[src/lqr_pkg.sv]
package lqr_pkg;

  localparam int FRAC_BITS = 16;
  localparam int DATA_W = 32;
  localparam int PSEC_W = 17;
  localparam int PREC_W = 31;
  localparam int CFG_IDX_W = 3;
  localparam int ACC_W = 72;
  localparam int PROD_W = 64;

  localparam logic signed [DATA_W-1:0] TILT_LIMIT =
      DATA_W'(((64'sd61 <<< FRAC_BITS) + 64'sd50) / 64'sd100);
  localparam logic signed [DATA_W-1:0] SPEED_LIMIT =
      DATA_W'(((64'sd2 <<< FRAC_BITS) + 64'sd5) / 64'sd10);

  localparam logic [1:0] OP_SAMPLE   = 2'd0;
  localparam logic [1:0] OP_ENABLE   = 2'd1;
  localparam logic [1:0] OP_DISABLE  = 2'd2;
  localparam logic [1:0] OP_RESERVED = 2'd3;

  localparam logic [1:0] CMD_NONE  = 2'd0;
  localparam logic [1:0] CMD_STOP  = 2'd1;
  localparam logic [1:0] CMD_APPLY = 2'd2;

  localparam logic [CFG_IDX_W-1:0] REG_PERIOD_SECONDS    = 3'd6;
  localparam logic [CFG_IDX_W-1:0] REG_PERIOD_RECIPROCAL = 3'd7;

  typedef struct packed {
    logic [1:0]              op;
    logic signed [DATA_W-1:0] wheel_speed;
    logic signed [DATA_W-1:0] pitch_angle;
    logic signed [DATA_W-1:0] pitch_rate;
    logic signed [DATA_W-1:0] yaw_rate;
    logic signed [DATA_W-1:0] speed_target;
    logic signed [DATA_W-1:0] heading_target;
  } sample_t;

  typedef struct packed {
    logic [1:0]              command;
    logic signed [DATA_W-1:0] drive_left;
    logic signed [DATA_W-1:0] drive_right;
    logic                    tilt_fault;
    logic                    reset_distance;
  } result_t;

  // Datapath steps issued by the controller.
  localparam logic [3:0] STEP_LOAD   = 4'd0;
  localparam logic [3:0] STEP_DISP   = 4'd1;
  localparam logic [3:0] STEP_HEAD   = 4'd2;
  localparam logic [3:0] STEP_HERR   = 4'd3;
  localparam logic [3:0] STEP_DERIV  = 4'd4;
  localparam logic [3:0] STEP_MAC0   = 4'd5;
  localparam logic [3:0] STEP_MAC1   = 4'd6;
  localparam logic [3:0] STEP_MAC2   = 4'd7;
  localparam logic [3:0] STEP_MAC3   = 4'd8;
  localparam logic [3:0] STEP_MAC4   = 4'd9;
  localparam logic [3:0] STEP_MAC5   = 4'd10;
  localparam logic [3:0] STEP_FINISH = 4'd11;
  localparam logic [3:0] STEP_IDLE   = 4'd12;

  typedef struct packed {
    logic       take;
    logic [3:0] step;
    logic       clear_sums;
  } dp_cmd_t;

  typedef struct packed {
    logic tilt;
  } dp_status_t;

  function automatic logic signed [DATA_W-1:0] sat32(input logic signed [ACC_W-1:0] v);
    logic signed [ACC_W-1:0] hi;
    logic signed [ACC_W-1:0] lo;
    hi = ACC_W'(64'sh7FFF_FFFF);
    lo = -ACC_W'(64'sh8000_0000);
    if (v > hi) return 32'sh7FFF_FFFF;
    if (v < lo) return 32'sh8000_0000;
    return v[DATA_W-1:0];
  endfunction

endpackage

[src/lqr_control.sv]
module lqr_control (
  input  logic                clk,
  input  logic                rst,
  input  logic                in_valid,
  input  logic [1:0]          in_op,
  output logic                in_ready,
  output logic                out_valid,
  input  logic                out_ready,
  output logic [1:0]          command,
  output logic                tilt_fault,
  output logic                reset_distance,
  output logic                running,
  input  lqr_pkg::dp_status_t status,
  output lqr_pkg::dp_cmd_t    cmd
);
  localparam logic [1:0] S_IDLE = 2'd0;
  localparam logic [1:0] S_RUN  = 2'd1;
  localparam logic [1:0] S_WAIT = 2'd2;
  localparam logic [1:0] S_OUT  = 2'd3;

  logic [1:0] state;
  logic [3:0] step;
  logic accept;

  // A new request is taken once the previous result has left or is leaving.
  assign in_ready = (state == S_IDLE) || (state == S_OUT && out_ready);
  assign accept = in_valid && in_ready;
  assign out_valid = (state == S_OUT);

  always_comb begin
    cmd.take = accept;
    cmd.step = (state == S_RUN) ? step : lqr_pkg::STEP_LOAD;
    cmd.clear_sums = accept && in_op == lqr_pkg::OP_ENABLE && !running;
  end

  always_ff @(posedge clk) begin
    if (rst) begin
      state <= S_IDLE;
      running <= 1'b1;
      step <= lqr_pkg::STEP_DISP;
      command <= lqr_pkg::CMD_NONE;
      tilt_fault <= 1'b0;
      reset_distance <= 1'b0;
    end else begin
      if (state == S_OUT && out_ready) state <= S_IDLE;
      if (state == S_RUN) begin
        if (step == lqr_pkg::STEP_FINISH) state <= S_WAIT;
        else step <= step + 4'd1;
      end
      if (state == S_WAIT) state <= S_OUT;
      if (accept) begin
        command <= lqr_pkg::CMD_NONE;
        tilt_fault <= 1'b0;
        reset_distance <= 1'b0;
        state <= S_OUT;
        unique case (in_op)
          lqr_pkg::OP_SAMPLE: begin
            if (!running) begin
              command <= lqr_pkg::CMD_STOP;
            end else if (status.tilt) begin
              command <= lqr_pkg::CMD_STOP;
              tilt_fault <= 1'b1;
              running <= 1'b0;
            end else begin
              command <= lqr_pkg::CMD_APPLY;
              step <= lqr_pkg::STEP_DISP;
              state <= S_RUN;
            end
          end
          lqr_pkg::OP_ENABLE: begin
            reset_distance <= !running;
            running <= 1'b1;
          end
          lqr_pkg::OP_DISABLE: running <= 1'b0;
          default: ;
        endcase
      end
    end
  end
endmodule

[config.mk]
export PLATFORM = sky130hd
export DESIGN_NAME = lqr_control
export DESIGN_NICKNAME = d
export VERILOG_FILES = /design/src/lqr_pkg.sv /design/src/lqr_control.sv
export SDC_FILE = /design/constraint.sdc
export NUM_CORES = 1
export LEC_CHECK = 0
export BUFFER_PORTS_ARGS = -buffer_cell sky130_fd_sc_hd__buf_2
export CAP_MARGIN = 25
export CORE_MARGIN = 2
export CORE_UTILIZATION = 50
export CTS_CLUSTER_DIAMETER = 200
export DETAILED_ROUTE_END_ITERATION = 12
export GPL_TIMING_DRIVEN = 0
export MAX_ROUTING_LAYER = met4
export PLACE_DENSITY = 0.79
export SLEW_MARGIN = 20
export SYNTH_ARGS = -nofsm -noshare
export SYNTH_HDL_FRONTEND = slang
export SYNTH_SLANG_ARGS = --single-unit
[constraint.sdc]
create_clock -name clk -period 2.6 [get_ports clk]
set_input_delay 0.26 -clock clk [delete_from_list [all_inputs] [get_ports clk]]
set_output_delay 0.26 -clock clk [all_outputs]
set_load 0.02 [all_outputs]
==> results of run 1 <==
[cell families after synthesis]
group	share of synthesized area
and+or+nand+nor	0.286
AOI/OAI and AO/OA	0.240
buffers and inverters	0.0777
DFF	0.311
adders and majority gates	0.0707
muxes	0.0141
[layout make-up]
class,instances,area share
multi-input combinational,60,0.513
sequential,11,0.261
timing repair buffer,18,0.107
buffer,5,0.0386
clock buffer,4,0.0312
inverter,6,0.0267
tap,15,0.0223
[routing by layer]
layer / vias to the layer above / GRT usage / routed length (µm)
met3: 4 / 0.0261 / 69
li1: 347 / - / -
met4: 0 / 0.123 / 40
met2: 21 / 0.278 / 605
met5: - / - / 0
met1: 295 / 0.247 / 726
[power by group]
part	internal (mW)	switching, mW	leakage [nW]
sequential	0.180	0.0127	0.0899
combinational	0.0510	0.0690	0.291
clock	0.0594	0.0585	0.0150
total	0.290	0.140	0.395
[layout by cell type (no fill, tap or decap), types with 2 or more instances in the layout]
master	synthesis	final
sky130_fd_sc_hd__nand4_1	3	3
sky130_fd_sc_hd__o21ai_0	3	3
sky130_fd_sc_hd__buf_4	2	2
sky130_fd_sc_hd__nand2b_1	2	2
sky130_fd_sc_hd__or4_1	4	4
sky130_fd_sc_hd__and2_1	2	2
sky130_fd_sc_hd__nor2_1	4	4
sky130_fd_sc_hd__o31ai_1	4	4
sky130_fd_sc_hd__nand3_1	2	2
sky130_fd_sc_hd__inv_1	6	6
sky130_fd_sc_hd__dfxtp_1	11	11
sky130_fd_sc_hd__ha_1	4	4
sky130_fd_sc_hd__buf_2	2	20
sky130_fd_sc_hd__clkbuf_4	1	4
sky130_fd_sc_hd__nor3_1	2	2
sky130_fd_sc_hd__and3b_2	2	2
sky130_fd_sc_hd__nand2_1	2	2
sky130_fd_sc_hd__nor2b_1	3	3
sky130_fd_sc_hd__a21oi_1	9	9
[per-stage QoR]
| stage | setup slack (ns) | std cells | hold WS (ns) |
|---|---|---|---|
| global placement | 0.987 | 115 | 0.450 |
| detailed placement | 0.956 | 115 | 0.456 |
| floorplan | 1.15 | 82 | 0.409 |
| CTS | 0.797 | 119 | 0.246 |
| global route | 0.660 | 119 | 0.267 |
| finish | 0.803 | 119 | 0.246 |
[how the worst max path moves through the flow]
| stage | slack (ns) | depth (start not counted) | to |
|---|---|---|---|
| final | 0.80 | 6 | cmd[5] |
| after global routing | 0.66 | 6 | cmd[5] |
| after detailed placement | 0.96 | 6 | step[0] |
| after floorplan | 1.15 | 5 | step[0] |
| after CTS | 0.80 | 6 | cmd[5] |
| after global placement | 0.99 | 6 | step[0] |
[flip-flops by register name (all words and copies together), names as in the netlist]
name and cells:
tilt_fault 1, running 1, reset_distance 1, step 4
state 2, command 2
==> results.md, run 1 <==
Status:
- The run finished with clean final reports.

STA:
- Summed over all failing endpoints, the final setup total negative slack is 0 ns.
- The worst relative slew slack is 0.790.
- The count of final hold-check violations is 0.
- Setup repair after global routing left no endpoint under its margin.
- The peak clock frequency supported by timing is 557 MHz.
- The slew of the pin with the lowest slew margin is 0.313 ns.
- The clock skew after layout is 0.00160 ns.
- The number of setup violations in the final report is 0.
- The max-slew violation count is 0.
- The clock period minus worst slack is 1.80 ns.
- The ratio of final minimum period to clock period is 0.691.

Cells and area:
- Summing all multi-input logic gate instances after layout gives 433 µm².
- Compared with the post-synthesis result, the final layout area differs by 19.1%.
- After filler insertion, the fill cell instance count of the layout stands at 134.
- The number of antenna diodes in the final layout is 0.
- The final cell area excluding filler cells is 843 µm².
- The sequential cells in the finished layout cover a total of 220 µm².
- In the final layout, the share of cells above drive strength 1 is 0.327.
- For this run, the share of the core covered by cells in the final layout is 0.640.
- The final-stage net count is 116.

Logic synthesis:
- The net count after synthesis is 93.
- The largest total area in the synthesized netlist belongs to sky130_fd_sc_hd__dfxtp_1.
- Among all cell types in the netlist, the one instantiated most often is sky130_fd_sc_hd__dfxtp_1.
- The distinct cell type count of the synthesized netlist is 33.
- A synthesized cell averages roughly 8.6 µm².
- The part of the Yosys area used for sequential elements is 0.311.
- Yosys mapped a number of flops with a built-in enable equal to 0.
- The area fraction of the dominant cell type after synthesis is 0.311.
- The total standard cell area after synthesis is 708 µm².
- The yosys synthesis warning count is 0.
- The most instantiated flip-flop cell in the synthesis netlist is sky130_fd_sc_hd__dfxtp_1.
- Synthesis produced 82 cells.
- The number of synthesized register bits is 11.
- Ranked by instance count, the synthesized netlist is headed by sky130_fd_sc_hd__dfxtp_1, sky130_fd_sc_hd__a21oi_1, sky130_fd_sc_hd__inv_1.
- The share of synthesized registers carrying an async set or reset is 0.
- By area the synthesized netlist is led by sky130_fd_sc_hd__dfxtp_1, sky130_fd_sc_hd__ha_1, sky130_fd_sc_hd__a21oi_1, sky130_fd_sc_hd__o31ai_1, sky130_fd_sc_hd__or4_1.

Setup path:
- The depth of the worst register-to-register path is 3.
- The worst endpoint required time is 2.34 ns.
- The critical path class is reg -> out.
- The slowest stage of the critical path belongs to the cell sky130_fd_sc_hd__dfxtp_1.
- The data arrival time of the worst path is 1.54 ns.
- The number of buffers and inverters on the critical path is 4.
- The critical path goes through buf_2, nor2b_1, buf_2, nor3_1, buf_4, buf_2.
- The startpoint identified for the worst register-to-register timing path is state[1].
- The peak per-stage delay on the critical path is around 0.3 ns.
- The timing startpoint of the critical path is state[0].
- The cell occurring most often along the worst timing path is sky130_fd_sc_hd__buf_2.
- The endpoint class of the critical path is an output pin.
- The critical register-to-register path endpoint is step[0].
- STA classifies the critical path startpoint as a flop.
- Along the worst path, the maximum fanout reaches 10.
- The category of cells accounting for the largest share of critical-path delay is buffers and inverters.
- Across all register-to-register paths, the minimum setup slack is between 1 and 1.5 ns.

Global routing:
- The initial antenna violation count came to 0.
- Global routing finished with a remaining overflow of 0.
- The total track usage is 0.191.
- The via count of the first global-routing pass was 605.
- The first global-routing pass estimated 2530 µm of wire.
- The maximum number of pins on one net before global-route repair is 11.

Routing:
- Once detail routing completed, the nets flagged for antenna violations numbered 0.
- After detailed routing, the number of vias per cell comes to 5.61.
- For this run, design rule violations remaining after detail routing come to 0.
- The number of iterations in the first detailed-routing pass is 4.
- The sum of routed wire length over all layers is 1440 µm.
- The number of DRC markers in iteration 0 is 9.
- After detailed routing, the average wire length per cell comes to 12.1 µm.
- The total via count after detailed routing is 667.

Die:
- The initial cell density of the core is 0.538.
- The area enclosed by the die boundary is 0.00173 mm².
- The floorplan has 13 rows.
- The die boundary width is 41.6 µm.
- The number of top-level design ports is 20.
- The area inside the core boundary is 0.00132 mm².
- The die span in y is 41.6 µm.

Clocking:
- In this run, post-CTS hold repair placed 0 buffers.
- Clock latency on the worst-skew pair, taken at its later pin, is 0.27 ns.
- Clock tree synthesis inserted a total of 3 buffers.
- No sink is reached through more buffers than the 2 on the longest clock path.
- TritonCTS built the clock tree.
- The clock transition at the registers of the reported paths is 0.07 ns.
- The total number of clock tree sinks is 11.
- The root buffer cell is sky130_fd_sc_hd__clkbuf_4.
- The number of setup buffers added after CTS is 0.
- The total number of H-tree levels is 1.
- Once the clock tree was built, the resizer swapped 0 gates to a different size.

Place:
- The congestion estimate from routability-driven global placement came to 0.794.
- The placement-stage cell area is about 800 µm².
- After legalization and detailed placement, the total HPWL measured 1090 µm.
- The number of port buffers is 18.

Flow run:
- The max-cap violation count is 0.

Pwr:
- The power density over the cells is 511 mW/mm².
- The sum of internal, switching and leakage power is 431 µW.
- The worst-case IR drop observed on VDD is a little over 0.3 mV.
- The reported leakage power is 0.395 nW.

Min path:
- The class of the most critical hold timing path is in -> reg.
- The number of stages on the worst hold path is 2.
- The end of the worst hold path is command[1].
- In this run the most critical hold path is launched from rst.
No activity file was read; power rests on OpenSTA's default activity.
==> inputs of run 2 (changes only) <==
- CORE_UTILIZATION: 50 -> 44
- PLACE_DENSITY: 0.79 -> 0.74
- clock period: 2.6 -> 1.4 ns (I/O delays scaled with it)
==> run 2 against run 1 <==
  * The flow now finishes with violations (setup timing)
  * Wire length grew 24%
  * Critical path depth is 1 lower
  * Sequential cell count unchanged
  * Setup slack worse by 0.82 ns
  * Sequential power is 91% higher
  * First-iteration DRC count increased to 2.6 times the previous value
  * Global-route usage grew 2.5 points
  * Non-clock buffer count up 10
  * Clock skew barely moved
  * Via count rose by 11%
  * Clock power grew 92%
==> results.md, run 2 (synthesis results as in run 1) <==
STA:
- In the finished design, the share of the clock period the worst path needs comes to 1.01.
- The count of final hold-check violations is 0 (unchanged).
- The number of setup violations in the final report is 1 (was 0).
- The slew of the pin with the lowest slew margin is 0.233 ns (was 0.313 ns).
- Timing would allow up to 705 MHz.
- The clock skew after layout came to 0.00155 ns (was 0.00160 ns).
- The max-slew violation count is 0 (unchanged).
- The smallest clock period supported by the final layout is computed as 1.42 ns.
- The worst relative slew slack is 0.843 (was 0.790).
- The minimum setup slack in the final design is -0.0176 ns (was 0.803 ns).
- Setup repair after global routing missed its margin: true (was false).

Global routing:
- The maximum number of pins on one net before global-route repair is 11 (unchanged).
- The residual overflow from global routing is 0 (unchanged).
- The total track usage is 0.216 (was 0.191).
- The global-route wire length before repair came to 2990 µm (was 2530 µm).
- The initial antenna violation count was 0 (unchanged).
- The via count of the first global-routing pass came to 707 (was 605).

Clocking:
- The clock tree from TritonCTS was yes (unchanged).
- The maximum count of clock buffers along a single path came to 2 (unchanged).
- The clock transition at the registers of the reported paths is 0.07 ns (about the same).
- The root buffer cell is sky130_fd_sc_hd__clkbuf_4 (unchanged).
- The number of buffers inserted during clock tree synthesis is 3 (unchanged).
- The total number of H-tree levels is 1 (unchanged).
- The total number of clock tree sinks is 11 (unchanged).
- The clock latency on the worst-skew pair is 0.28 ns (was 0.27 ns).

Pwr:
- The share of total power in the clock network was 0.245 (was 0.274).
- The share of power burned in registers is 0.400 (was 0.448).
- The internal power came to 621 µW (was 290 µW).
- The sum of internal, switching and leakage power is 921 µW (was 431 µW).
- The switching part of the total power is 0.326 (about the same).
- The net switching power is 300 µW (was 140 µW).
- The peak supply drop is 0.515 mV (was 0.304 mV).
- The relative contribution of combinational cells to total power came to 0.355 (was 0.279).
- The power density over the cells is 906 mW/mm² (was 511 mW/mm²).
- The reported leakage power came to 0.468 nW (was 0.395 nW).

Setup path:
- The worst endpoint required time is 1.26 ns (was 2.34 ns).
- The highest net fanout along the worst path was 5 (was 10).
- The data arrival time of the worst path is 1.28 ns (was 1.54 ns).
- The endpoint class of the critical path is an output pin (unchanged).
- The launching element type of the critical path is a flop (unchanged).
- The critical path class was reg -> out (unchanged).
- The slack of the worst reg-to-reg path is 0.02 ns (was 1.10 ns).

Die:
- The area inside the core boundary was 0.00151 mm² (was 0.00132 mm²).
- The area enclosed by the die boundary was 0.00195 mm² (was 0.00173 mm²).
- The die boundary width is 44.1 µm (was 41.6 µm).
- The number of core rows came to 14 (was 13).
- The number of top-level design ports came to 20 (unchanged).
- The die span in y was 44.1 µm (was 41.6 µm).
- The initial cell density of the core is 0.470 (was 0.538).

Cells and area:
- The share of post-route cells with drive strength above 1 is 0.491 (was 0.327).
- The non-filler instance count after layout was 130 (was 119).
- The post-layout utilization of the core is 0.675 (was 0.640).
- The synthesis-to-layout area growth is 43.6% (was 19.1%).
- The most common library cell in the layout ignoring fill and taps is sky130_fd_sc_hd__buf_2 (unchanged).
- Top Registers: step (4), command (2), state (2) (unchanged).
- The final-stage net count was 126 (was 116).
- Top library cells by usage in the layout, fill and taps aside: sky130_fd_sc_hd__buf_2, sky130_fd_sc_hd__buf_4, sky130_fd_sc_hd__a21oi_1 (was sky130_fd_sc_hd__buf_2, sky130_fd_sc_hd__dfxtp_1, sky130_fd_sc_hd__a21oi_1).
- The total inserted antenna cells is 0 (unchanged).
- The top register by number of flip-flops is step (unchanged).
- The flip-flop count of the largest register, all copies and words added was 4 (unchanged).

Place:
- The number of cells in the design after placement is 116 (was 115).
- The half-perimeter wire length after detailed placement is 1060 µm (was 1090 µm).
- The final estimated routing congestion in global placement is 0.797 (was 0.794).
- The number of port buffers is 18 (unchanged).

Routing:
- The met2 wire length came to 792 µm (was 605 µm).
- The residual antenna-violating net count after detailed routing is 0 (unchanged).
- The sum of routed wire length over all layers is 1780 µm (was 1440 µm).
- The total length of routed met3 wires was 71 µm (was 69 µm).
- The number of iterations in the first detailed-routing pass is 4 (unchanged).
- The ratio of routed vias to standard cells was 5.68 (was 5.61).
- The detailed-route DRC error count is 0 (unchanged).
- The final routed wire length divided by cell count is 13.7 µm (was 12.1 µm).
- The total via count after detailed routing was 739 (was 667).
- The highest routed metal layer is met4 (unchanged).
- The number of DRC markers in iteration 0 is 23 (was 9).
- The wire length the detailed router placed on met1 is 863 µm (was 726 µm).

Status:
- Result of the run: complete, but fails checks (was completed).
- The final reports fail on setup timing.

Flow run:
- The max-cap violation count is 0 (unchanged).

Min path:
- The class of the most critical hold timing path is in -> reg (unchanged).
## run 2: cell types whose count changed in the layout (fill, tap and decap cells not counted), moves of 3 or more
| cell | change |
|---|---|
| sky130_fd_sc_hd__buf_4 | +8 |
| sky130_fd_sc_hd__buf_6 | +8 |
| sky130_fd_sc_hd__buf_2 | -6 |
| sky130_fd_sc_hd__dfxtp_1 | -5 |
| sky130_fd_sc_hd__dfxtp_4 | +3 |
## run 2: per-layer routing
layer  vias up  GRT usage
met5         -          -
met2        25      0.306
li1        362          -
met3         8     0.0408
met4         0      0.152
met1       344      0.274
## run 2: metrics by stage
stage | setup TNS [ns] | hold WS (ns) | instance area [µm²] | setup slack (ns)
floorplan | 0 | 0.289 | 709 | 0.0124
global placement | -0.124 | 0.420 | 820 | -0.0979
detailed placement | -0.141 | 0.420 | 820 | -0.116
CTS | -0.0747 | 0.115 | 947 | -0.0375
global route | -0.0628 | 0.127 | 1020 | -0.0628
finish | -0.0176 | 0.127 | 1020 | -0.0176
## run 2: worst paths after layout
kind                                 start         end  depth (start not counted)
worst min register to register  command[1]  command[1]                          2
worst min-delay path                   rst    state[0]                          2
worst max-delay path              state[0]      cmd[0]                          5
worst max register to register    state[0]     step[0]                          4
## run 2: worst max-delay path, stage by stage (launching register included)
cell,delay [ns]
sky130_fd_sc_hd__dfxtp_4,0.36
sky130_fd_sc_hd__buf_6,0.13
sky130_fd_sc_hd__a21bo_4,0.21
sky130_fd_sc_hd__nand4_1,0.11
sky130_fd_sc_hd__inv_1,0.06
sky130_fd_sc_hd__buf_6,0.13
## run 2: repair_timing
action / 4_1_cts / 5_1_grt
pin swaps: 3 / 4
resized for setup: 12 / 18
endpoints found under the setup margin: 7 / 10
buffers inserted: 9 / 3
hold buffers: 0 / 0
## run 2: power groups by stage
| stage | logic (mW) | clock network [mW] | registers (mW) |
|---|---|---|---|
| after floorplan | 0.158 | 0 | 0.367 |
| after global placement | 0.220 | 0 | 0.364 |
| after detailed placement | 0.224 | 0 | 0.365 |
| after CTS | 0.279 | 0.232 | 0.362 |
| after global routing | 0.351 | 0.244 | 0.374 |
| final | 0.327 | 0.226 | 0.368 |
## run 2: final cells by class
type | count | area (µm²)
plain buffers | 3 | 30.0
clock buffers | 4 | 26.3
fillers | 121 | 489
inverters | 6 | 22.5
multi-input cells | 60 | 472
flip-flops and latches | 11 | 234
well taps | 16 | 20.0
repair buffers | 30 | 213
